File: config.mk
export PLATFORM = sky130hd
export DESIGN_NAME = ead_queue
export DESIGN_NICKNAME = d
export VERILOG_FILES = /design/src/sv/ead_queue.sv
export SDC_FILE = /design/constraint.sdc
export NUM_CORES = 1
export LEC_CHECK = 0
export ABC_CLOCK_PERIOD_IN_PS = 2330
export BUFFER_PORTS_ARGS = -buffer_cell sky130_fd_sc_hd__buf_2
export CORE_MARGIN = 2
export CORE_UTILIZATION = 50
export CTS_CLUSTER_DIAMETER = 40
export DETAILED_ROUTE_END_ITERATION = 7
export PLACE_DENSITY = 0.83
export REMOVE_ABC_BUFFERS = 1
export SLEW_MARGIN = 20
export SYNTH_ARGS = -nofsm -noshare
export SYNTH_HDL_FRONTEND = slang
export SYNTH_SLANG_ARGS = --single-unit
File: constraint.sdc
create_clock -name clk -period 2.33 [get_ports clk]
set_clock_uncertainty 0.2 [all_clocks]
set_input_delay 0.233 -clock clk [delete_from_list [all_inputs] [get_ports clk]]
set_output_delay 0.233 -clock clk [all_outputs]
set_load 0.1 [all_outputs]
File: src/sv/ead_queue.sv
// Small register FIFO between the front end and the evaluator.
`default_nettype none

module ead_queue #(
  parameter int WIDTH = 8,
  parameter int DEPTH = 4
) (
  input  wire logic             clk,
  input  wire logic             rst_n,
  input  wire logic             push,
  input  wire logic [WIDTH-1:0] wr_data,
  output logic                  full,
  input  wire logic             pop,
  output logic [WIDTH-1:0]      rd_data,
  output logic                  empty
);

  localparam int PTR_W = (DEPTH > 1) ? $clog2(DEPTH) : 1;
  localparam int CNT_W = $clog2(DEPTH + 1);

  logic [WIDTH-1:0] mem_r [DEPTH];
  logic [PTR_W-1:0] wr_ptr_r, wr_ptr_nxt;
  logic [PTR_W-1:0] rd_ptr_r, rd_ptr_nxt;
  logic [CNT_W-1:0] count_r, count_nxt;
  logic             wr_en, rd_en;

  assign full    = (count_r == CNT_W'(DEPTH));
  assign empty   = (count_r == '0);
  assign wr_en   = push && !full;
  assign rd_en   = pop && !empty;
  assign rd_data = mem_r[rd_ptr_r];

  // Pointer and count update, pointers wrap at DEPTH
  always_comb begin
    wr_ptr_nxt = wr_ptr_r;
    rd_ptr_nxt = rd_ptr_r;
    count_nxt  = count_r;
    if (wr_en) begin
      wr_ptr_nxt = (wr_ptr_r == PTR_W'(DEPTH - 1)) ? '0 : wr_ptr_r + 1'b1;
    end
    if (rd_en) begin
      rd_ptr_nxt = (rd_ptr_r == PTR_W'(DEPTH - 1)) ? '0 : rd_ptr_r + 1'b1;
    end
    if (wr_en && !rd_en) begin
      count_nxt = count_r + 1'b1;
    end else if (rd_en && !wr_en) begin
      count_nxt = count_r - 1'b1;
    end
  end

  always_ff @(posedge clk) begin
    if (!rst_n) begin
      wr_ptr_r <= '0;
      rd_ptr_r <= '0;
      count_r  <= '0;
    end else begin
      wr_ptr_r <= wr_ptr_nxt;
      rd_ptr_r <= rd_ptr_nxt;
      count_r  <= count_nxt;
    end
  end

  // Entry storage
  always_ff @(posedge clk) begin
    if (wr_en) mem_r[wr_ptr_r] <= wr_data;
  end

  a_count_bound: assert property (@(posedge clk) disable iff (!rst_n)
    count_r <= CNT_W'(DEPTH))
    else $error("queue count above depth");

  a_count_inc: assert property (@(posedge clk) disable iff (!rst_n)
    (wr_en && !rd_en) |=> (count_r == CNT_W'($past(count_r) + 1'b1)))
    else $error("queue count missed a write");

endmodule

`default_nettype wire

# Yosys cells after proc, flatten, opt, wreduce, memory -nomap -nowiden
# Memory sizes are Yosys's and may differ from the RTL's. A register that Yosys moved wholly into a read port is not among the register bits.
# Index checks and enable logic that the tools add are counted.
[totals]
word_cells = 29
regBits = 7
mem_bits_rw = 32
memories = 1
[classes]
n_mux = 8
eq_ne = 3
add_sub_neg = 4
reduce_logical = 10
[mem_list]
columns = ["name", "depth", "word_bits", "read_ports", "rd_clocked_by_memory_dff", "wr", "line_no", "source"]
rows = [
  ["mem_r", 4, 8, 1, 1, 1, "21", "logic [WIDTH-1:0] mem_r [DEPTH];"],
]
[ops]
columns = ["op", "n"]
rows = [
  ["$mux 2", 4],
  ["$mux 3", 2],
  ["$add 2x1->2 const B", 2],
  ["$eq 2x2->1 const B", 2],
  ["$logic_and 1x1->1", 4],
  ["$logic_not 1->1", 4],
  ["$add 3x1->3 const B", 1],
  ["$eq 3x3->1 const B", 1],
  ["$logic_not 3->1", 1],
  ["$sub 3x1->3 const B", 1],
  ["$mux 1", 2],
  ["$reduce_bool 2->1", 1],
]

# Logic depth before layout (Yosys ltp)
# Gate-level depths: netlist (run 1).
[logic_depth]
word_depth = 7
mapped_depth = 9

# Least setup slack after synthesis (run 1)
# No wires, ideal clock.
[synth_timing]
path_kind = "reg-to-reg"
startpoint = "register count_r[1]"
endpoint = "register count_r[2]"
t_required_ns = 2.054
t_arrival_ns = 2.830
setup_slack_ns = -0.775
n_path_buf = 1
setup_time_ns = 0.076
stages_incl_launch_ff = 10
synth_period_minus_slack_ns = 3.105
path_cell_list = "dfxtp_1 nor3b_2 nor2b_1 buf_2 ha_1 inv_1 fa_1 xor2_1 or3_1 a21boi_0"
[synth_via]
elab_chain_cells = 6
word_cells_on_any_way = 15
classes_between = "2 x add/sub; 1 x eq/ne; 2 x mux; 10 x reduce/logical"
[synth_rtl]
columns = ["element", "line_no", "source"]
rows = [
  ["from (decl)", "24", "logic [CNT_W-1:0] count_r, count_nxt;"],
  ["from (signal assigned)", "59", "count_r <= count_nxt;"],
  ["$eq 3x3->1 (*)", "27", "assign full = (count_r == CNT_W'(DEPTH));"],
  ["via full", "12", "output logic full,"],
  ["$logic_not 1->1 (*)", "29", "assign wr_en = push && !full;"],
  ["$logic_and 1x1->1 (*)", "29", ""],
  ["via wr_en", "25", "logic wr_en, rd_en;"],
  ["$logic_not 1->1", "46", "end else if (rd_en && !wr_en) begin"],
  ["$logic_and 1x1->1", "46", ""],
  ["$reduce_bool 2->1 (no line)", "n/a", ""],
]
# Mark *: on every way through the listed nets, which the timed path passes. The rest lies on a longest branch. The select of a mux whose other input is x is not followed.
# A chain may end at the register's enable or synchronous reset.

# Worst setup path in the final report (run 1)
[layout_timing]
startpoint = "register count_r[2]"
endpoint = "register count_r[2]"
[layout_via]
elab_chain_cells = 6
word_cells_on_any_way = 15
classes_between = "2 x add/sub; 1 x eq/ne; 2 x mux; 10 x reduce/logical"
[layout_rtl]
columns = ["element"]
rows = [
  ["parallel branches: the longest is 6 deep, another holds $sub 3x1->3"],
]
# Parallel ways; which one is timed is not known. The select of a mux whose other input is x is not followed.

==> results_tabular.tex, run 1 <==
\begin{tabular}{lr}
\hline
Metric & Value \\
\hline
\multicolumn{2}{l}{\textbf{Status}} \\
Status & complete, no violations \\
\multicolumn{2}{l}{\textbf{CTS}} \\
Number of levels the H-tree was split into & 2 \\
Number of buffers created by CTS & 5 \\
Clock insertion delay at the later pin of the skew report & 0.34 ns \\
Clock tree from TritonCTS & yes \\
Clock transition at the registers of the reported paths & between 0.1 and 0.15 ns \\
Setup bufs post-CTS & 0 \\
Clock sinks & 41 \\
Clock root buffer master & sky130\_fd\_sc\_hd\_\_clkbuf\_4 \\
CTS max path bufs & 2 \\
\multicolumn{2}{l}{\textbf{Floorplanning}} \\
Die area & about 3700 sq um \\
Initial Utilization & 52.97\% \\
Die width & just over 60 um \\
Site Rows & 20 \\
Core Box Area & 3078 sq um \\
Vertical die dimension & about 61 um \\
Total I/O pin count & 22 \\
\multicolumn{2}{l}{\textbf{Critical path}} \\
Setup slack, reg-to-reg & between 0.09 and 0.1 ns \\
Cell type of the slowest stage on the worst timing path & sky130\_fd\_sc\_hd\_\_fa\_1 \\
Logic depth of the worst path, buffers included & 8 \\
Top delay family on crit path & simple AND/OR/NAND/NOR gates \\
Type of origin of the critical path & register \\
Worst endpoint required time & 2.41 ns \\
FF-to-FF Start & count\_r[2] \\
Critical-path cell list & nor3b\_2 -> nor2b\_2 -> ha\_2 -> inv\_1 -> fa\_1 -> xor2\_1 -> or3\_1 -> a21boi\_0 \\
Classification of the worst setup path & reg2reg \\
Endpoint arrival time on the critical path & $\sim$2.3 ns \\
Critical R2R Capture & count\_r[2] \\
Top fanout value on the critical path & 5 \\
Worst Path Buf+Inv & 1 \\
Critical path endpoint & count\_r[2] \\
Slowest cell delay on critical path & 0.39 ns \\
CP Capture Type & register \\
Timing startpoint of the critical path & count\_r[2] \\
Number of cell instances on the worst register-to-register path & 8 \\
\multicolumn{2}{l}{\textbf{Finish}} \\
Most used cells in the layout excluding fill and tap cells & 32 x sky130\_fd\_sc\_hd\_\_edfxtp\_1, 21 x sky130\_fd\_sc\_hd\_\_buf\_2, 8 x sky130\_fd\_sc\_hd\_\_mux4\_2, 8 x sky130\_fd\_sc\_hd\_\_dlygate4sd3\_1, 7 x sky130\_fd\_sc\_hd\_\_dfxtp\_1 \\
Share of cells above drive strength 1 & between 30\% and 40\% \\
Non-filler cells in the finished layout & between 150 and 200 \\
Most common cell after layout, fill and taps aside & sky130\_fd\_sc\_hd\_\_edfxtp\_1 \\
Count of fill cells added during filler insertion & 215 \\
Layout Area Growth over Synthesis & 19.34\% \\
Antenna Cells & 0 \\
Nets & roughly 150 \\
\multicolumn{2}{l}{\textbf{Route}} \\
Total iterations of the first detailed-routing run & 4 \\
DRC marker count from the first detailed-route iteration & 40 \\
Vias & 871 \\
Count of nets left with antenna violations after detail routing & 0 \\
Mean routed wirelength per cell & 15.36 um \\
Total Wirelength & 2672 um \\
Vias per std cell & $\sim$5 \\
Drc violations & 0 \\
\multicolumn{2}{l}{\textbf{Global route}} \\
Global-route wire length before repair & $\sim$4100 um \\
Aggregate global-route resource usage & between 10\% and 20\% \\
Initial antenna violation count & 0 \\
Overflow left after global routing & 0 \\
Via count of the first global-routing pass & 880 \\
Maximum number of pins on one net before global-route repair & 13 \\
\multicolumn{2}{l}{\textbf{Timing}} \\
Fin. max-slew vios & 0 \\
Final Cycle Share & a little over nine tenths \\
Fmax & $\sim$450 MHz \\
Final hold violation count & 0 \\
Tightest hold margin & 0.02374 ns \\
Setup Viol. Count Final & 0 \\
Slew at the pin with the worst max-slew slack & between 0.4 and 0.5 ns \\
Worst-case headroom to the max-slew limit & around two thirds \\
Sum of negative setup slack & 0 ns \\
Minimum period implied by the final worst setup slack & 2.233 ns \\
\multicolumn{2}{l}{\textbf{Power and ir drop}} \\
Leak & between 0.7 and 0.8 nW \\
Power density over the cells & approximately 1200 nW/um\^{}2 \\
Worst supply voltage drop on vdd & 0.6248 mV \\
\multicolumn{2}{l}{\textbf{Logic synthesis}} \\
Synthesized netlist cell count & 93 \\
Post-synthesis instance area & approximately 1600 sq um \\
Yosys cell types & 23 \\
Flip-flop and latch count after synthesis & between 40 and 50 \\
Sequential area share after synthesis & 69.99\% \\
Yosys warning total & 0 \\
Post-synthesis average cell area & 17.53 sq um \\
Largest cells by area after synthesis & sky130\_fd\_sc\_hd\_\_edfxtp\_1 59\%, sky130\_fd\_sc\_hd\_\_dfxtp\_1 11\%, sky130\_fd\_sc\_hd\_\_mux4\_2 11\%, sky130\_fd\_sc\_hd\_\_ha\_1 4.6\%, sky130\_fd\_sc\_hd\_\_and2\_1 1.9\% \\
Dominant cell type by area after synthesis & sky130\_fd\_sc\_hd\_\_edfxtp\_1 \\
Area share of the leading cell type in the synthesized netlist & a little under 60\% \\
\multicolumn{2}{l}{\textbf{Hold path}} \\
Class of the tightest hold or removal check & in2reg \\
\multicolumn{2}{l}{\textbf{Place}} \\
Routability congestion estimate & 0.7706 \\
DP Cell Count & between 150 and 200 \\
Total half-perimeter wirelength after legalization and detailed placement & approximately 1700 um \\
Buffers on Ports & 21 \\
\multicolumn{2}{l}{\textbf{Run}} \\
Maximum capacitance violations & 0 \\
\hline
\end{tabular}
[cell usage after synthesis, drive strengths merged]
library cell,instances
inv,3
ha,6
fa,1
xnor2,1
o31ai,1
nor3,1
or3,1
nor3b,1
edfxtp,32
buf,3
nor2b,2
xor2,1
mux4,8
o21ai,3
a21boi,1
nor2,2
clkbuf,1
mux2i,3
nand3,2
dfxtp,9
nand2,6
and2,5
[repair_timing]
action	4_1_cts	5_1_grt
gates resized for setup	0	5
endpoints found under the setup margin	0	1
hold buffers	8	0
endpoints found under the hold margin	32	0
[routing by layer]
| metal | routed length [um] | GRT usage, % | vias to the layer above |
|---|---|---|---|
| met5 | 0 | 0 | - |
| met4 | 80 | 11.18 | 0 |
| li1 | - | - | 418 |
| met3 | 112 | 6.092 | 7 |
| met1 | 1133 | 19.80 | 427 |
| met2 | 1346 | 25.23 | 19 |
[worst min-delay path by stage]
stage,slack (ns),from,depth (start not counted),end
6_report,0.02,rst_n,3,wr_ptr_r[0]
2_1_floorplan,0.13,wr_data[0],0,mem_r[0][0]
5_1_grt,0.02,rst_n,2,count_r[2]
3_5_place_dp,0.25,wr_data[2],1,mem_r[0][2]
3_3_place_gp,0.24,wr_data[4],1,mem_r[0][4]
4_1_cts,0.01,rst_n,3,wr_ptr_r[0]
[flip-flops by register name, summed over array words and instances, names as in the netlist, named ones only]
register  cells
mem_r        32
wr_ptr_r      2
count_r       3
rd_ptr_r      2
[tightest hold or removal path: stages]
cell                      delay (ns)
sky130_fd_sc_hd__buf_2          0.17
sky130_fd_sc_hd__nand2_1        0.07
sky130_fd_sc_hd__mux2i_1        0.06
[cell families (layout without fill, tap and decap cells)]
logic type               after synthesis  count (layout)  synth area share (%)
flip-flops                            41              41                 69.99
buffers and inverters                  7              44                 1.765
multiplexers                          11              11                 12.89
AO/OA/AOI/OAI                          5               5                 1.842
AND/OR/NAND/NOR                       20              20                 6.600
XOR/XNOR                               2               2                 1.075
adder cells (fa/ha/maj)                7               7                 5.833
[metrics by stage]
stage	setup slack, ns	cell area (sq um)	utilization [%]	power [mW]
finish	0.09659	1946	63.21	2.392
global route	-0.007089	1946	63.21	2.501
CTS	0.005082	1933	62.80	2.394
detailed placement	0.04732	1803	58.58	2.065
global placement	0.1611	1803	58.58	2.030
floorplan	-0.9385	1613	-	1.864
[report_power, final]
part	leakage, nW	internal, mW	switching (mW)
Combinational	0.317	0.293	0.800
Clock	0.0300	0.109	0.216
Sequential	0.368	0.902	0.0716
[cell type report]
type,count,area (sq um),share of cell area (%)
Clock buffer,5,37.54,1.929
Clock inverter,3,12.51,0.6431
Inverter,3,11.26,0.5788
Multi-Input combinational cell,45,470.5,24.18
Sequential cell,41,1144,58.78
Tap cell,44,55.05,2.830
Timing Repair Buffer,33,215.2,11.06
Power figures use the tool's default switching activity.
==> run 2, diff against run 1 <==
--- a/config.mk
+++ b/config.mk
@@ -9,8 +9,8 @@
 export BUFFER_PORTS_ARGS = -buffer_cell sky130_fd_sc_hd__buf_2
 export CORE_MARGIN = 2
 export CORE_UTILIZATION = 50
-export CTS_CLUSTER_DIAMETER = 40
 export DETAILED_ROUTE_END_ITERATION = 7
+export MAX_ROUTING_LAYER = met4
 export PLACE_DENSITY = 0.83
 export REMOVE_ABC_BUFFERS = 1
 export SLEW_MARGIN = 20
==> run 2 against run 1 <==
Cell count unchanged. Die area did not move. Sequential cell count did not move. Global-route usage grew 0.54 points. Worst setup slack worse by 0.0030 ns. Wire length is 0.45% lower. Sequential share of layout area unchanged. Hold slack got worse by 0.0043 ns. Clock power hardly changed. Sequential power about the same. Utilization unchanged. Critical path depth is the same. Critical endpoint unchanged.
==> results_tabular.tex, run 2 (same netlist as run 1, synthesis figures left out) <==
\begin{tabular}{lr}
\hline
Metric & Value \\
\hline
\multicolumn{2}{l}{\textbf{Finish}} \\
Nets & 148 (unchanged) \\
Share of cells above drive strength 1 & 34.62\% (unchanged) \\
Most common cell after layout, fill and taps aside & sky130\_fd\_sc\_hd\_\_edfxtp\_1 (unchanged) \\
Biggest register & mem\_r (unchanged) \\
Antenna Cells & 0 (unchanged) \\
Most used cells in the layout excluding fill and tap cells & 32 x sky130\_fd\_sc\_hd\_\_edfxtp\_1, 21 x sky130\_fd\_sc\_hd\_\_buf\_2, 8 x sky130\_fd\_sc\_hd\_\_mux4\_2, 8 x sky130\_fd\_sc\_hd\_\_dlygate4sd3\_1, 7 x sky130\_fd\_sc\_hd\_\_dfxtp\_1 (unchanged) \\
Final non-filler cell area & 1946 sq um (unchanged) \\
Max reg flops & 32 (unchanged) \\
Largest regs & mem\_r (32), count\_r (3) (unchanged) \\
Layout Area Growth over Synthesis & 19.34\% (unchanged) \\
\multicolumn{2}{l}{\textbf{Route}} \\
Vias per std cell & 5.006 (unchanged) \\
Count of nets left with antenna violations after detail routing & 0 (unchanged) \\
Vias & 871 (unchanged) \\
Mean routed wirelength per cell & 15.29 um (was 15.36 um) \\
Total Wirelength & 2660 um (was 2672 um) \\
DRC marker count from the first detailed-route iteration & 27 (was 40) \\
Total iterations of the first detailed-routing run & 4 (unchanged) \\
Drc violations & 0 (unchanged) \\
\multicolumn{2}{l}{\textbf{Place}} \\
Buffers on Ports & 21 (unchanged) \\
Total placed instance area & 1803 sq um (unchanged) \\
Routability congestion estimate & 0.7809 (was 0.7706) \\
Total half-perimeter wirelength after legalization and detailed placement & 1721 um (unchanged) \\
\multicolumn{2}{l}{\textbf{CTS}} \\
CTS max path bufs & 2 (unchanged) \\
Clock sinks & 41 (unchanged) \\
Number of levels the H-tree was split into & 2 (unchanged) \\
Clock insertion delay at the later pin of the skew report & 0.34 ns (about the same) \\
Number of buffers created by CTS & 5 (unchanged) \\
Clock root buffer master & sky130\_fd\_sc\_hd\_\_clkbuf\_4 (unchanged) \\
Clock transition at the registers of the reported paths & 0.12 ns (about the same) \\
Clock tree from TritonCTS & yes (unchanged) \\
\multicolumn{2}{l}{\textbf{Timing}} \\
Final hold violation count & 0 (unchanged) \\
Final Cycle Share & 95.98\% (was 95.85\%) \\
Tightest hold margin & 0.01945 ns (was 0.02374 ns) \\
Setup Viol. Count Final & 0 (unchanged) \\
Fmax & 447.2 MHz (was 447.7 MHz) \\
Minimum period implied by the final worst setup slack & 2.236 ns (was 2.233 ns) \\
Worst-case headroom to the max-slew limit & 67.36\% (about the same) \\
Sum of negative setup slack & 0 ns (unchanged) \\
Fin. max-slew vios & 0 (unchanged) \\
Slew at the pin with the worst max-slew slack & 0.4929 ns (was 0.4930 ns) \\
\multicolumn{2}{l}{\textbf{Critical path}} \\
CP Capture Type & register (unchanged) \\
FF-to-FF Start & count\_r[2] (unchanged) \\
Classification of the worst setup path & reg2reg (unchanged) \\
Setup slack, reg-to-reg & 0.09 ns (was 0.1 ns) \\
Top fanout value on the critical path & 5 (unchanged) \\
Worst endpoint required time & 2.41 ns (about the same) \\
Type of origin of the critical path & register (unchanged) \\
Endpoint arrival time on the critical path & 2.32 ns (was 2.31 ns) \\
Number of cell instances on the worst register-to-register path & 8 (unchanged) \\
Critical R2R Capture & count\_r[2] (unchanged) \\
\multicolumn{2}{l}{\textbf{Global route}} \\
Overflow left after global routing & 0 (unchanged) \\
Via count of the first global-routing pass & 881 (was 880) \\
Initial antenna violation count & 0 (unchanged) \\
Maximum number of pins on one net before global-route repair & 13 (unchanged) \\
Aggregate global-route resource usage & 17.16\% (was 16.62\%) \\
Global-route wire length before repair & 4119 um (was 4112 um) \\
\multicolumn{2}{l}{\textbf{Power and ir drop}} \\
Power share of the sequential group & 40.7\% (about the same) \\
Portion of total power attributed to the clock network & 13.6\% (about the same) \\
Combinational cell fraction of total power & 45.6\% (was 45.7\%) \\
Internal power summed over all cells & 1.304 mW (about the same) \\
Power density over the cells & 1229 nW/um\^{}2 (was 1230 nW/um\^{}2) \\
Leak & 0.7150 nW (unchanged) \\
Net switching power figure & 1.088 mW (about the same) \\
Worst supply voltage drop on vdd & 0.6246 mV (was 0.6248 mV) \\
Proportion of total power due to net switching & 45.47\% (was 45.48\%) \\
\multicolumn{2}{l}{\textbf{Floorplanning}} \\
Initial Utilization & 52.97\% (unchanged) \\
Die width & 61.10 um (unchanged) \\
Core Box Area & 3078 sq um (unchanged) \\
Vertical die dimension & 61.10 um (unchanged) \\
Total I/O pin count & 22 (unchanged) \\
Die area & 3733 sq um (unchanged) \\
Site Rows & 20 (unchanged) \\
\multicolumn{2}{l}{\textbf{Run}} \\
Maximum capacitance violations & 0 (unchanged) \\
\multicolumn{2}{l}{\textbf{Hold path}} \\
Hold Startpoint & rst\_n (unchanged) \\
Class of the tightest hold or removal check & in2reg (unchanged) \\
Hold Crit Depth & 3 (unchanged) \\
Hold path endpoint & wr\_ptr\_r[0] (unchanged) \\
\multicolumn{2}{l}{\textbf{Status}} \\
Status & complete, no violations (unchanged) \\
\hline
\end{tabular}
-- run 2: cell counts in the layout (fill, tap and decap cells not counted) --
No cell type changed its count.
-- run 2: cell type report --
| type | instances | area, sq um |
|---|---|---|
| Sequential cell | 41 | 1144 |
| Fill cell | 215 | 1132 |
| Multi-Input combinational cell | 45 | 470.5 |
| Timing Repair Buffer | 33 | 215.2 |
| Tap cell | 44 | 55.05 |
| Clock buffer | 5 | 37.54 |
| Clock inverter | 3 | 12.51 |
| Inverter | 3 | 11.26 |
-- run 2: worst max-delay path, stage by stage (launching register included) --
cell	delay (ns)
sky130_fd_sc_hd__dfxtp_1	0.37
sky130_fd_sc_hd__nor3b_2	0.19
sky130_fd_sc_hd__nor2b_2	0.15
sky130_fd_sc_hd__ha_2	0.20
sky130_fd_sc_hd__inv_1	0.06
sky130_fd_sc_hd__fa_1	0.39
sky130_fd_sc_hd__xor2_1	0.16
sky130_fd_sc_hd__or3_1	0.30
sky130_fd_sc_hd__a21boi_0	0.15
-- run 2: metal layers --
| layer | wire (um) | global-route usage [%] | vias up |
|---|---|---|---|
| met1 | 1135 | 19.80 | 426 |
| met4 | 81 | 11.18 | 0 |
| met2 | 1331 | 25.23 | 20 |
| met5 | 0 | - | - |
| met3 | 112 | 6.092 | 7 |
| li1 | - | - | 418 |
-- run 2: power by group through the flow --
stage          logic (mW)  clock network (mW)  registers (mW)
2_1_floorplan       0.875                   0           0.989
4_1_cts              1.09               0.333           0.969
6_report             1.09               0.326           0.974
5_1_grt              1.16               0.356           0.988
3_3_place_gp         1.05                   0           0.976
3_5_place_dp         1.08                   0           0.986
-- run 2: stage by stage --
stage               setup slack (ns)  power, mW  std cells  util, %
floorplan                    -0.9385      1.864         89        -
global placement              0.1611      2.030        158    58.58
detailed placement           0.04732      2.065        158    58.58
CTS                         0.005082      2.394        174    62.80
global route               -0.007089      2.501        174    63.21
finish                       0.09364      2.392        174    63.21
-- run 2: repair_timing --
item                       4_1_cts  5_1_grt
hold endpoints to repair        32        0
hold buffers                     8        0
gates resized for setup          0        5
buffers inserted                 0        0
setup endpoints to repair        0        1
-- run 2: worst max-delay path by stage --
| stage | start | endpoint | slack (ns) | cells past startpoint |
|---|---|---|---|---|
| 2_1_floorplan | count_r[1] | count_r[2] | -0.94 | 8 |
| 3_3_place_gp | count_r[0] | count_r[2] | 0.16 | 7 |
| 3_5_place_dp | count_r[0] | count_r[2] | 0.05 | 7 |
| 4_1_cts | count_r[0] | count_r[2] | 0.005 | 7 |
| 5_1_grt | count_r[2] | count_r[2] | -0.007 | 8 |
| 6_report | count_r[2] | count_r[2] | 0.09 | 8 |
