File: src/sv/ead_pkg.sv
// Package for the exponential atmosphere density block: types, band table and step factors.
`default_nettype none

package ead_pkg;

  // Sizes
  localparam int TABLE_LEN     = 28;
  localparam int FRAC_BITS     = 24;
  localparam int NUM_BANDS_DEF = 28;
  localparam int QUEUE_DEPTH_DEF = 4;

  // Field and datapath widths
  localparam int ALT_W  = 32;
  localparam int DIST_W = 31;
  localparam int IDX_W  = 5;
  localparam int MANT_W = 24;
  localparam int EXP_W  = 9;
  localparam int K_W    = 27;
  localparam int SEXP_W = 6;
  localparam int ACC_W  = 31;
  localparam int PROD_W = DIST_W + K_W;
  localparam int N_W    = PROD_W - 44;
  localparam int DEC_W  = 15;

  // log2(e) in Q36
  localparam logic [63:0] LOG2E_Q36 = 64'h0000_0017_1547_652C;

  // Reference bands: base height in km, density digits and power of ten, scale height in m
  localparam int unsigned BASE_KM [TABLE_LEN] = '{
    0, 25, 30, 40, 50, 60, 70, 80, 90, 100, 110, 120, 130, 140,
    150, 180, 200, 250, 300, 350, 400, 450, 500, 600, 700, 800, 900, 1000};
  localparam int unsigned RHO_DIGITS [TABLE_LEN] = '{
    1225, 3899, 1774, 3972, 1057, 3206, 8770, 1905, 3396, 5297, 9661, 2438,
    8484, 3845, 2070, 5464, 2789, 7248, 2418, 9518, 3725, 1585, 6967, 1454,
    3614, 1170, 5245, 3019};
  localparam int unsigned RHO_POW10 [TABLE_LEN] = '{
    3, 5, 5, 6, 6, 7, 8, 8, 9, 10, 11, 11, 12, 12, 12, 13, 13, 14, 14, 15,
    15, 15, 16, 16, 17, 17, 18, 18};
  localparam int unsigned SCALE_MILLI [TABLE_LEN] = '{
    7249, 6349, 6682, 7554, 8382, 7714, 6549, 5799, 5382, 5877, 7263, 9473,
    12636, 16149, 22523, 29740, 37105, 45546, 53628, 53298, 58515, 60828,
    63822, 71835, 88667, 124640, 181050, 268000};

  // Band base heights in 5 km steps
  localparam int unsigned BASE_STEP [TABLE_LEN] = '{
    0, 5, 6, 8, 10, 12, 14, 16, 18, 20, 22, 24, 26, 28,
    30, 36, 40, 50, 60, 70, 80, 90, 100, 120, 140, 160, 180, 200};

  // Rate in Q28 per km: log2(e) over the scale height, rounded to nearest
  localparam logic [63:0] RATE_NUM = LOG2E_Q36 * 64'd1000;
  localparam logic [63:0] RATE_K [TABLE_LEN] = '{
    (RATE_NUM + 64'(SCALE_MILLI[0])  * 64'd128) / (64'(SCALE_MILLI[0])  * 64'd256),
    (RATE_NUM + 64'(SCALE_MILLI[1])  * 64'd128) / (64'(SCALE_MILLI[1])  * 64'd256),
    (RATE_NUM + 64'(SCALE_MILLI[2])  * 64'd128) / (64'(SCALE_MILLI[2])  * 64'd256),
    (RATE_NUM + 64'(SCALE_MILLI[3])  * 64'd128) / (64'(SCALE_MILLI[3])  * 64'd256),
    (RATE_NUM + 64'(SCALE_MILLI[4])  * 64'd128) / (64'(SCALE_MILLI[4])  * 64'd256),
    (RATE_NUM + 64'(SCALE_MILLI[5])  * 64'd128) / (64'(SCALE_MILLI[5])  * 64'd256),
    (RATE_NUM + 64'(SCALE_MILLI[6])  * 64'd128) / (64'(SCALE_MILLI[6])  * 64'd256),
    (RATE_NUM + 64'(SCALE_MILLI[7])  * 64'd128) / (64'(SCALE_MILLI[7])  * 64'd256),
    (RATE_NUM + 64'(SCALE_MILLI[8])  * 64'd128) / (64'(SCALE_MILLI[8])  * 64'd256),
    (RATE_NUM + 64'(SCALE_MILLI[9])  * 64'd128) / (64'(SCALE_MILLI[9])  * 64'd256),
    (RATE_NUM + 64'(SCALE_MILLI[10]) * 64'd128) / (64'(SCALE_MILLI[10]) * 64'd256),
    (RATE_NUM + 64'(SCALE_MILLI[11]) * 64'd128) / (64'(SCALE_MILLI[11]) * 64'd256),
    (RATE_NUM + 64'(SCALE_MILLI[12]) * 64'd128) / (64'(SCALE_MILLI[12]) * 64'd256),
    (RATE_NUM + 64'(SCALE_MILLI[13]) * 64'd128) / (64'(SCALE_MILLI[13]) * 64'd256),
    (RATE_NUM + 64'(SCALE_MILLI[14]) * 64'd128) / (64'(SCALE_MILLI[14]) * 64'd256),
    (RATE_NUM + 64'(SCALE_MILLI[15]) * 64'd128) / (64'(SCALE_MILLI[15]) * 64'd256),
    (RATE_NUM + 64'(SCALE_MILLI[16]) * 64'd128) / (64'(SCALE_MILLI[16]) * 64'd256),
    (RATE_NUM + 64'(SCALE_MILLI[17]) * 64'd128) / (64'(SCALE_MILLI[17]) * 64'd256),
    (RATE_NUM + 64'(SCALE_MILLI[18]) * 64'd128) / (64'(SCALE_MILLI[18]) * 64'd256),
    (RATE_NUM + 64'(SCALE_MILLI[19]) * 64'd128) / (64'(SCALE_MILLI[19]) * 64'd256),
    (RATE_NUM + 64'(SCALE_MILLI[20]) * 64'd128) / (64'(SCALE_MILLI[20]) * 64'd256),
    (RATE_NUM + 64'(SCALE_MILLI[21]) * 64'd128) / (64'(SCALE_MILLI[21]) * 64'd256),
    (RATE_NUM + 64'(SCALE_MILLI[22]) * 64'd128) / (64'(SCALE_MILLI[22]) * 64'd256),
    (RATE_NUM + 64'(SCALE_MILLI[23]) * 64'd128) / (64'(SCALE_MILLI[23]) * 64'd256),
    (RATE_NUM + 64'(SCALE_MILLI[24]) * 64'd128) / (64'(SCALE_MILLI[24]) * 64'd256),
    (RATE_NUM + 64'(SCALE_MILLI[25]) * 64'd128) / (64'(SCALE_MILLI[25]) * 64'd256),
    (RATE_NUM + 64'(SCALE_MILLI[26]) * 64'd128) / (64'(SCALE_MILLI[26]) * 64'd256),
    (RATE_NUM + 64'(SCALE_MILLI[27]) * 64'd128) / (64'(SCALE_MILLI[27]) * 64'd256)};

  typedef logic [TABLE_LEN-1:0][63:0]       rom_t;
  typedef logic [TABLE_LEN-1:0][ALT_W-1:0]  base_tab_t;
  typedef logic [FRAC_BITS:0][ACC_W-1:0]    pow_tab_t;

  // One classified altitude on its way from the front end to the evaluator
  typedef struct packed {
    logic              below;
    logic [IDX_W-1:0]  idx;
    logic [DIST_W-1:0] alt;
  } item_t;

  // Floor square root, one result bit per step
  function automatic logic [63:0] isqrt64(input logic [63:0] x_in);
    logic [63:0] x;
    logic [63:0] res;
    logic [63:0] bit_v;
    int          j;
    x     = x_in;
    res   = '0;
    bit_v = 64'd1 << 62;
    for (j = 0; j < 32; j++) begin
      if (bit_v > x) bit_v = bit_v >> 2;
    end
    for (j = 0; j < 32; j++) begin
      if (bit_v != 64'd0) begin
        if (x >= res + bit_v) begin
          x   = x - (res + bit_v);
          res = (res >> 1) + bit_v;
        end else begin
          res = res >> 1;
        end
        bit_v = bit_v >> 2;
      end
    end
    return res;
  endfunction

  // Band word: [22:0] mantissa fraction, [28:23] shift, [36:29] base/5 km, [63:37] rate
  function automatic logic [63:0] band_entry(input int idx);
    logic [63:0] num;
    logic [63:0] den;
    logic [63:0] r;
    logic [63:0] m;
    logic [63:0] k;
    int          s;
    int          j;
    num = 64'(RHO_DIGITS[idx]);
    den = 64'd1;
    s   = 0;
    for (j = 0; j < int'(RHO_POW10[idx]); j++) den = den * 64'd10;
    for (j = 0; j < 64; j++) begin
      if (num < den) begin
        num = num << 1;
        s   = s + 1;
      end
    end
    for (j = 0; j < 64; j++) begin
      if (num >= (den << 1)) begin
        den = den << 1;
        s   = s - 1;
      end
    end
    m = 64'd1;
    r = num - den;
    for (j = 0; j < 23; j++) begin
      r = r << 1;
      m = m << 1;
      if (r >= den) begin
        r = r - den;
        m = m | 64'd1;
      end
    end
    r = r << 1;
    if (r >= den) m = m + 64'd1;
    if (m >= (64'd1 << 24)) begin
      m = m >> 1;
      s = s - 1;
    end
    k = RATE_K[idx];
    return (m & 64'h7F_FFFF) | (64'(s & 63) << 23) | (64'(BASE_STEP[idx]) << 29)
         | ((k & 64'h7FF_FFFF) << 37);
  endfunction

  function automatic rom_t build_band_rom();
    rom_t rom;
    int   i;
    for (i = 0; i < TABLE_LEN; i++) rom[i] = band_entry(i);
    return rom;
  endfunction

  localparam rom_t BAND_ROM = build_band_rom();

  // Band base heights in Q16 km
  function automatic base_tab_t build_base_tab();
    base_tab_t tab;
    int        i;
    for (i = 0; i < TABLE_LEN; i++) begin
      tab[i] = ALT_W'((64'(BAND_ROM[i][36:29]) * 64'd5) << 16);
    end
    return tab;
  endfunction

  localparam base_tab_t BASE_TAB = build_base_tab();

  // 2^(-2^-i) in Q31 by repeated square roots from one half
  function automatic pow_tab_t build_pow_tab();
    pow_tab_t    tab;
    logic [63:0] cur;
    int          i;
    cur    = 64'd1 << 30;
    tab[0] = ACC_W'(cur);
    for (i = 1; i <= FRAC_BITS; i++) begin
      cur    = isqrt64(cur << 31);
      tab[i] = ACC_W'(cur);
    end
    return tab;
  endfunction

  localparam pow_tab_t POW_TAB = build_pow_tab();

endpackage

`default_nettype wire

File: src/sv/ead_front.sv
// Front end: takes altitudes, flags negative ones and picks the band.
`default_nettype none

module ead_front import ead_pkg::*; #(
  parameter int NUM_BANDS = NUM_BANDS_DEF
) (
  input  wire logic                    clk,
  input  wire logic                    rst_n,
  input  wire logic                    in_valid,
  output logic                         in_stall,
  input  wire logic signed [ALT_W-1:0] in_altitude,
  input  wire logic                    q_full,
  output logic                         q_push,
  output item_t                        q_item
);

  localparam int NB_CAP  = (NUM_BANDS < TABLE_LEN) ? NUM_BANDS : TABLE_LEN;
  localparam int NB_USED = (NB_CAP < 1) ? 1 : NB_CAP;

  logic                    hold_valid_r, hold_valid_nxt;
  logic signed [ALT_W-1:0] alt_r;
  logic                    accept;
  logic                    below;
  logic [IDX_W-1:0]        idx;

  // Holding register: stalls only while the queue is full
  assign in_stall = hold_valid_r && q_full;
  assign accept   = in_valid && !in_stall;
  assign q_push   = hold_valid_r && !q_full;

  always_comb begin
    hold_valid_nxt = hold_valid_r;
    if (accept) begin
      hold_valid_nxt = 1'b1;
    end else if (q_push) begin
      hold_valid_nxt = 1'b0;
    end
  end

  always_ff @(posedge clk) begin
    if (!rst_n) begin
      hold_valid_r <= 1'b0;
    end else begin
      hold_valid_r <= hold_valid_nxt;
    end
  end

  always_ff @(posedge clk) begin
    if (accept) alt_r <= in_altitude;
  end

  // Band pick: bases rise, so the last base at or below the altitude wins
  always_comb begin
    below = alt_r[ALT_W-1];
    idx   = '0;
    for (int i = 1; i < NB_USED; i++) begin
      if (alt_r[DIST_W-1:0] >= BASE_TAB[i][DIST_W-1:0]) idx = IDX_W'(i);
    end
    q_item.below = below;
    q_item.idx   = below ? '0 : idx;
    q_item.alt   = alt_r[DIST_W-1:0];
  end

  a_accept_held: assert property (@(posedge clk) disable iff (!rst_n)
    accept |=> hold_valid_r)
    else $error("accepted altitude not held");

endmodule

`default_nettype wire

File: config.mk
export PLATFORM = sky130hd
export DESIGN_NAME = ead_front
export DESIGN_NICKNAME = d
export VERILOG_FILES = /design/src/sv/ead_pkg.sv /design/src/sv/ead_front.sv
export SDC_FILE = /design/constraint.sdc
export NUM_CORES = 1
export LEC_CHECK = 0
export BUFFER_PORTS_ARGS = -buffer_cell sky130_fd_sc_hd__clkbuf_2
export CORE_UTILIZATION = 50
export DETAILED_ROUTE_END_ITERATION = 10
export PLACE_DENSITY_LB_ADDON = 0.1
export SYNTH_ARGS = -nofsm -noshare
export SYNTH_HDL_FRONTEND = slang
export SYNTH_SLANG_ARGS = --single-unit
File: constraint.sdc
create_clock -name clk -period 6.5 [get_ports clk]
set_input_delay 0.975 -clock clk [delete_from_list [all_inputs] [get_ports clk]]
set_output_delay 0.975 -clock clk [all_outputs]
set_load 0.01 [all_outputs]
-- Yosys cells after proc, flatten, opt, wreduce, memory -nomap -nowiden
Index checks and enable logic that the tools add are counted.
- add/subtract/negate cells: 0
- multipliers: 0
- div/mod/pow operators: 0
- magnitude comparators: 27
- equality and inequality tests: 0
- shift-type cells: 0
- mux-type cells: 30
- bitwise gates (word level): 0
- reduce and logical (&&, ||, !) cells: 6
- operator list (cell ; number):
    $ge 31x23->1 const B ; 6
    $ge 31x24->1 const B ; 6
    $ge 31x25->1 const B ; 5
    $ge 31x26->1 const B ; 5
    $mux 5 ; 27
    $ge 31x22->1 const B ; 3
    $ge 31x21->1 const B ; 2
    $logic_and 1x1->1 ; 3
    $mux 1 ; 3
    $logic_not 1->1 ; 2
    $reduce_bool 2->1 ; 1
- register bits after elaboration: 33
- bits in latches: 0
- memory bits (writable): 0
- bits in read-only memories: 0
- logic and storage cells: 65
- memories: 0

-- Logic depth before layout (Yosys ltp)
Gate-level depths: netlist (run 1).
- depth in word-level cells: 29
- depth in mapped cells: 9
- gate-level depth less buffers: 6

-- Least setup slack after synthesis (run 1)
Ideal clock, no wire load.
- path kind: flip-flop to output port
- from: register alt_r[30]
- to: output port q_item[32] (netlist name)
- arrival time: 2171 ps
- setup slack: 3354 ps
- stages on the path, launching flop included: 7
- buffers on the path: 0
- path through: edfxtp_1 or3_4 or4_4 a211o_1 a31oi_1 nor4_1 a311oi_1
- RTL lines (element ; RTL line ; source):
    start: declaration ; ead_front.sv:21 ; logic signed [ALT_W-1:0] alt_r;
    start signal: assignment ; ead_front.sv:49 ; if (accept) alt_r <= in_altitude;
    end: declaration ; ead_front.sv:14 ; output item_t q_item

==> results.md, run 1 <==
- Count of cell types in the netlist: 42
- Seq pwr share: 0.617
- FF/Latch Area: 981 um^2
- Cell Pwr Density: 201 nW/um^2
- EDFF count, synth: 32
- Number of standard cells in the layout, taps in and fillers out: 274
- Combinational share of power: 0.142
- Ratio of routed vias to standard cells: 5.73
- Fin nets: 265
- Number of nets produced by synthesis: 195
- CTS Buf Count: 5
- Buffers inserted by post-CTS timing repair: 0
- Filler cell count: 249
- Final count of negative-setup-slack endpoints: 0
- Master cell of the clock root buffer: clkbuf_4
- Count of cells along the worst register-to-register path: 3
- IO buf count: 74
- Hold_buf cts: 0
- Count of buffering cells on the critical path with inverters included: 1
- Run status: completed
- Aggregate negative setup slack: 0 ns
- Number of buffers between clock root and the deepest sink: 2
- Most used DFF post-synth: edfxtp_1
- Summed instance area of the synthesized netlist: 1700 um^2
- Ys Warns: 0
- Commonest non-fill, non-tap cells in the layout: clkbuf_2 (74), edfxtp_1 (32), nor2_1 (13), nand2_1 (13), a21oi_1 (9)
- Number of global-route vias before repair: 1383
- Drt drc: 0
- Leakage Power: 0.000867 uW
- Fraction of power spent switching nets: 0.264
- WL per Instance: 14.9 um
- Area delta synth->final: 25.9%
- Row Count: 20
- Maximum capacitance violations: 0
- Insertion delay of the later-clocked pin in the worst-skew pair: 0.32 ns
- Net load switching power: 114 uW
- Final clock skew: 0.0105 ns
- Min cycle time layout: 3.72 ns
- Overall Global Routing Usage: 0.241
- Slew Limit Fails: 0
- Worst-margin pin slew: 0.745 ns
- Critical path endpoint category: output port
- Sequential-to-total area share from yosys stat: 0.576
- Worst-path maximum fanout: 28
- Die Height: 60.4 um
- Number of antenna violations at the first check in global routing: 0
- Share of post-route cells with drive strength above 1: 0.383
- Final estimated routing congestion in global placement: 0.871
- Launch point of the critical path: alt_r[21]
- Placed Cells: 266
- Fraction of registers with async set or reset after synthesis: 0
- Die span in x: 60.4 um
- Cell count after synthesis: 159
- Family of cells with the greatest summed delay on the critical path: compound AO/OA/AOI/OAI gates
- Placeable core region: 3150 um^2
- Global route overflow: 0
- Total via count in the routed design: 1569
- Total die area: 3650 um^2
- Worst min-delay path endpoint: hold_valid_r
- Power consumption: 431 uW
- Area of combinational cells with multiple inputs: 666 um^2
- Launching point of the worst reg2reg path: hold_valid_r
- Number of violations reported at the end of detailed-routing iteration 0: 90
- Most frequent standard cell in the layout excluding fill and tap cells: clkbuf_2
- Endpoint of the worst-slack reg-to-reg timing path: alt_r[21]
- Flip-flop and latch count after synthesis: 33
- Final Cycle Share: 0.572
- Worst rel slew slack: 0.504
- Final number of hold-violating endpoints: 0
- Reg clk slew, reported paths: 0.09 ns
- Post-Syn Area per Cell: 10.7 um^2
- # clock sinks: 33
- Critical path required time: 5.52 ns
- CP max-delay cell: edfxtp_1
- Clock tree from TritonCTS: built
- Worst reg2reg setup slack: 4.79 ns
- Post-CTS resize count: 0
- Fmax: 269 MHz
- Final wirelength: 4.08 mm
- Chain of cells forming the critical path: o311ai_1 -> a2111oi_0 -> or4_1 -> a211oi_1 -> clkbuf_2
- Wire length of the first global-routing pass: 6.24 mm
- Count of boundary I/O pins: 75
- Internal power of the cells: 318 uW
- Initial Util: 0.540
- Setup repair after global routing missed its margin: no
- Worst hold-check path type: reg -> reg
- Post-route antenna net violation count: 0
- Arrival time at the worst endpoint: 2.74 ns
- Detailed-router iteration count before antenna repair: 4
- DP Wirelength: 3.04 mm
- Clk network pwr share: 0.242
- Slowest Stage Delay on Critical Path: 0.70 ns
- Maximum vdd drop: 0.162 mV
- Number of inserted diodes: 0
- HP Start: hold_valid_r
- Path type of the worst setup path: reg -> out
- Maximum number of pins on one net before global-route repair: 29
- Count of cells along the worst hold path: 2
- Critical Path Start Type: register
- Number of H-tree branching levels: 2
synth_stat cells (2+ instances only):
library cell | n | share of area
edfxtp_1 | 32 | 0.56
a21oi_1 | 9 | 0.026
nor3_1 | 4 | 0.012
nor2_1 | 13 | 0.029
nor4_1 | 5 | 0.018
clkbuf_1 | 12 | 0.026
nand2b_1 | 2 | 0.0073
o31ai_1 | 4 | 0.018
nand3_1 | 2 | 0.0059
o211ai_1 | 3 | 0.013
o21ai_0 | 8 | 0.023
or4_1 | 2 | 0.0088
nand2_1 | 13 | 0.029
nor2b_1 | 6 | 0.022
a2111oi_0 | 3 | 0.015
or3_1 | 2 | 0.0073
and2_1 | 2 | 0.0073
a21o_1 | 3 | 0.013
a31oi_1 | 6 | 0.022
nand4_1 | 2 | 0.0073
inv_1 | 4 | 0.0088
and3_1 | 2 | 0.0073
power by group through the flow:
| stage | registers, uW | clock network (uW) | logic (uW) |
|---|---|---|---|
| floorplan | 266 | 0 | 34.1 |
| global placement | 269 | 0 | 59.7 |
| detailed placement | 270 | 0 | 61.2 |
| CTS | 266 | 108 | 61.3 |
| global route | 268 | 115 | 67.6 |
| finish | 266 | 104 | 61.1 |
tightest hold or removal path, stage by stage (launching register included):
cell and delay, ns:
dfxtp_1 0.33, and2_1 0.17, o21a_1 0.12
metal layers:
layer  routed length [um]  GRT usage
met5                    0          0
met4                   67      0.106
met3                  280     0.0618
met2                 2140      0.400
met1                 1590      0.296
final cells by class:
cell class / instances / share of cell area
clock buffer: 6 / 0.0192
tap: 44 / 0.0257
sequential: 33 / 0.457
multi-input combinational: 110 / 0.310
clock inverter: 2 / 0.00466
inverter: 4 / 0.00700
timing repair buffer: 75 / 0.176
metrics by stage:
stage / utilization / area [um^2] / hold WS (ns) / worst slack [ns]
2_1_floorplan: - / 1700 / 0.631 / 3.35
3_3_place_gp: 0.664 / 2090 / 0.596 / 3.23
3_5_place_dp: 0.664 / 2090 / 0.625 / 3.16
4_1_cts: 0.681 / 2150 / 0.651 / 2.80
5_1_grt: 0.681 / 2150 / 0.722 / 2.58
6_report: 0.681 / 2150 / 0.649 / 2.78
kinds of logic (layout without fill, tap and decap cells):
family          Yosys count  after routing  synth area share
buf+inv                  16             87            0.0352
compound gates           48             48             0.190
simple gates             61             61             0.193
mux                       1              1           0.00587
flops                    33             33             0.576
sequential cells by signal, summed over array words and instances, names as in the netlist:
signal        flops
alt_r            32
hold_valid_r      1
how the worst max path moves through the flow:
stage,slack [ns],end,cells after the start
after floorplan,3.35,q_item[32],6
after global placement,3.23,q_item[31],5
after detailed placement,3.16,q_item[31],5
after CTS,2.80,q_item[31],5
after global routing,2.58,q_item[31],5
final,2.78,q_item[31],5
(Power assumes the default switching activity.)
==> inputs of run 2 (changes only) <==
--- a/config.mk
+++ b/config.mk
@@ -5,8 +5,9 @@
 export SDC_FILE = /design/constraint.sdc
 export NUM_CORES = 1
 export LEC_CHECK = 0
+export ABC_AREA = 1
 export BUFFER_PORTS_ARGS = -buffer_cell sky130_fd_sc_hd__clkbuf_2
-export CORE_UTILIZATION = 50
+export CORE_UTILIZATION = 43
 export DETAILED_ROUTE_END_ITERATION = 10
 export PLACE_DENSITY_LB_ADDON = 0.1
 export SYNTH_ARGS = -nofsm -noshare
==> constraint.sdc (replaced) <==
create_clock -name clk -period 3.4 [get_ports clk]
set_input_delay 0.51 -clock clk [delete_from_list [all_inputs] [get_ports clk]]
set_output_delay 0.51 -clock clk [all_outputs]
set_load 0.01 [all_outputs]
==> run 2 against run 1 <==
Against the previous run: clock skew down 0.0034 ns; worst hold slack lost 0.24 ns; critical path depth rose by 25; global-route usage decreased by 5.2 points; combinational power increased by 120%; clock-buffer cell count fell by 1; core utilization shrank 4.9 points; sequential share of layout area shrank 4.5 points; synthesized area increased by 2.6%; flip-flop and latch count unchanged; highest routed layer unchanged.
==> results.md, run 2 <==
- Global route overflow: 0
- CP max-delay cell: edfxtp_1
- Overall Global Routing Usage: 0.188
- Fraction of registers with async set or reset after synthesis: 0
- Initial Util: 0.464
- Critical path required time: 2.89 ns
- IO buf count: 74
- Slowest Stage Delay on Critical Path: 0.45 ns
- Worst hold-check path type: in -> reg
- Fin nets: 329
- Final wirelength: 4.18 mm
- Number of inserted diodes: 0
- Number of buffers between clock root and the deepest sink: 2
- # clock sinks: 33
- Critical path endpoint category: output port
- Min cycle time layout: 3.29 ns
- Cell Pwr Density: 378 nW/um^2
- Total via count in the routed design: 1679
- DP Wirelength: 3.06 mm
- Worst-path maximum fanout: 7
- Summed instance area of the synthesized netlist: 1750 um^2
- Total die area: 4330 um^2
- Slew Limit Fails: 0
- Cell repeated most along the worst path: nand2_1
- EDFF count, synth: 32
- Most area-hungry cell type in the Yosys netlist: edfxtp_1
- Filler cell count: 323
- Run status: completed
- Worst-margin pin slew: 0.469 ns
- Final Core Density: 0.631
- Number of nets produced by synthesis: 236
- Final Cycle Share: 0.967
- Library cell with the highest instance count after synthesis: nand2_1
- Insertion delay of the later-clocked pin in the worst-skew pair: 0.28 ns
- Sequential-to-total area share from yosys stat: 0.561
- Number of H-tree branching levels: 2
- Final count of negative-setup-slack endpoints: 0
- Biggest register: alt_r
- Detailed-router iteration count before antenna repair: 4
- Reg clk slew, reported paths: 0.07 ns
- Path type of the worst setup path: reg -> out
- Number of global-route vias before repair: 1447
- Post-route antenna net violation count: 0
- Main area contributors after synthesis: edfxtp_1 (55%), nand2_1 (11%), inv_1 (4.7%)
- Most frequent standard cell in the layout excluding fill and tap cells: clkbuf_2
- Cell count after synthesis: 200
- CTS Buf Count: 5
- Drt drc: 0
- Leakage Power: 0.00113 uW
- Arrival time at the worst endpoint: 2.78 ns
- Area delta synth->final: 36.1%
- Number of antenna violations at the first check in global routing: 0
- Registers with the most flip-flops: alt_r x32, hold_valid_r x1
- Wire length of the first global-routing pass: 6.12 mm
- Fmax: 304 MHz
- Post-Syn Area per Cell: 8.75 um^2
- Ratio of routed vias to standard cells: 4.91
- Flip-flop and latch count after synthesis: 33
- Worst rel slew slack: 0.685
- Number of violations reported at the end of detailed-routing iteration 0: 156
- Final clock skew: 0.00713 ns
- Die span in x: 65.8 um
- Net load switching power: 227 uW
- Critical Path Start Type: register
- Final number of hold-violating endpoints: 0
- Ys Warns: 0
- Seq pwr share: 0.546
- Largest register FFs: 32
- Fraction of power spent switching nets: 0.253
- Count of cell types in the netlist: 24
- Row Count: 22
- Count of boundary I/O pins: 75
- WL per Instance: 12.2 um
- Internal power of the cells: 672 uW
- Combinational share of power: 0.152
- Commonest non-fill, non-tap cells in the layout: clkbuf_2 (73), nand2_1 (51), edfxtp_1 (32)
- Portion of synthesized cell area occupied by the leading cell type: 0.549
- Post-synth top cells: nand2_1 (53), edfxtp_1 (32), inv_1 (22)
- Placeable core region: 3770 um^2
- Clock tree from TritonCTS: built
- Maximum number of pins on one net before global-route repair: 33
- Worst hold slack after final layout: 0.404 ns
- Hold_buf cts: 0
- Share of post-route cells with drive strength above 1: 0.418
- Maximum capacitance violations: 0
- Master cell of the clock root buffer: clkbuf_8
- Most used DFF post-synth: edfxtp_1
- Clk network pwr share: 0.302
- Setup repair after global routing missed its margin: yes
- Final estimated routing congestion in global placement: 1.01
- Maximum vdd drop: 0.335 mV
- Die Height: 65.8 um
## run 2: changes by cell type in the layout (fill, tap and decap cells not counted), sizes merged, moves of 4 or more
cell and change:
nand2 +44, inv +30, nor2 +15, buf +12, a21oi +7, nand3 +6, nor2b -6, nor4 -5
a31oi -4
## run 2: what timing repair did
action,CTS,global route
setup buffers,0,10
setup endpoints to repair,0,1
resized for setup,0,8
## run 2: area by class of cell
class / count / area (um^2) / area share
clock buffer: 5 / 68.8 / 0.0289
sequential: 33 / 981 / 0.412
timing repair buffer: 86 / 460 / 0.193
tap: 48 / 60.1 / 0.0252
clock inverter: 3 / 17.5 / 0.00736
inverter: 34 / 133 / 0.0557
multi-input combinational: 133 / 661 / 0.277
## run 2: worst paths after layout
kind / start / end / slack, ns / cells after the start
worst min register to register: hold_valid_r / hold_valid_r / 0.49 / 2
worst max register to register: hold_valid_r / alt_r[27] / 2.20 / 4
worst max-delay path: alt_r[26] / q_item[31] / 0.11 / 30
worst min-delay path: in_altitude[29] / alt_r[29] / 0.40 / 1
## run 2: power by group through the flow
stage                     registers (uW)  logic, uW  clock network (uW)
after floorplan                      512       50.3                   0
after global placement               501        121                   0
after detailed placement             502        120                   0
after CTS                            493        120                 279
after global routing                 494        150                 300
final                                491        137                 271
## run 2: cells by family (layout without fill, tap and decap cells)
family,count (synthesis),count (layout),synth area share
AO/OA/AOI/OAI,37,37,0.122
buffers and inverters,34,128,0.0730
flip-flops,33,33,0.561
AND/OR/NAND/NOR,96,96,0.245
## run 2: critical path, delay by kind of cell, from the launching register on
| kind | cells | cell delay [ns] |
|---|---|---|
| compound gates | 1 | 0.11 |
| buf+inv | 2 | 0.21 |
| flops | 1 | 0.45 |
| simple gates | 27 | 1.74 |
## run 2: metal layers
metal,GRT usage,part of all wire,vias up
met5,0,0,-
met4,0.0897,0.025,0
met3,0.0672,0.10,12
met2,0.293,0.47,90
met1,0.231,0.40,734
li1,-,-,843
## run 2: metrics by stage
step                      total power, uW  worst slack [ns]  TNS (ns)  std cells  area, um^2
after floorplan                       563             0.681         0        200        1750
after global placement                623             0.406         0        324        2200
after detailed placement              622             0.392         0        324        2200
after CTS                             892            0.0809         0        332        2280
after global routing                  943            -0.195    -0.195        342        2380
final                                 899             0.111         0        342        2380
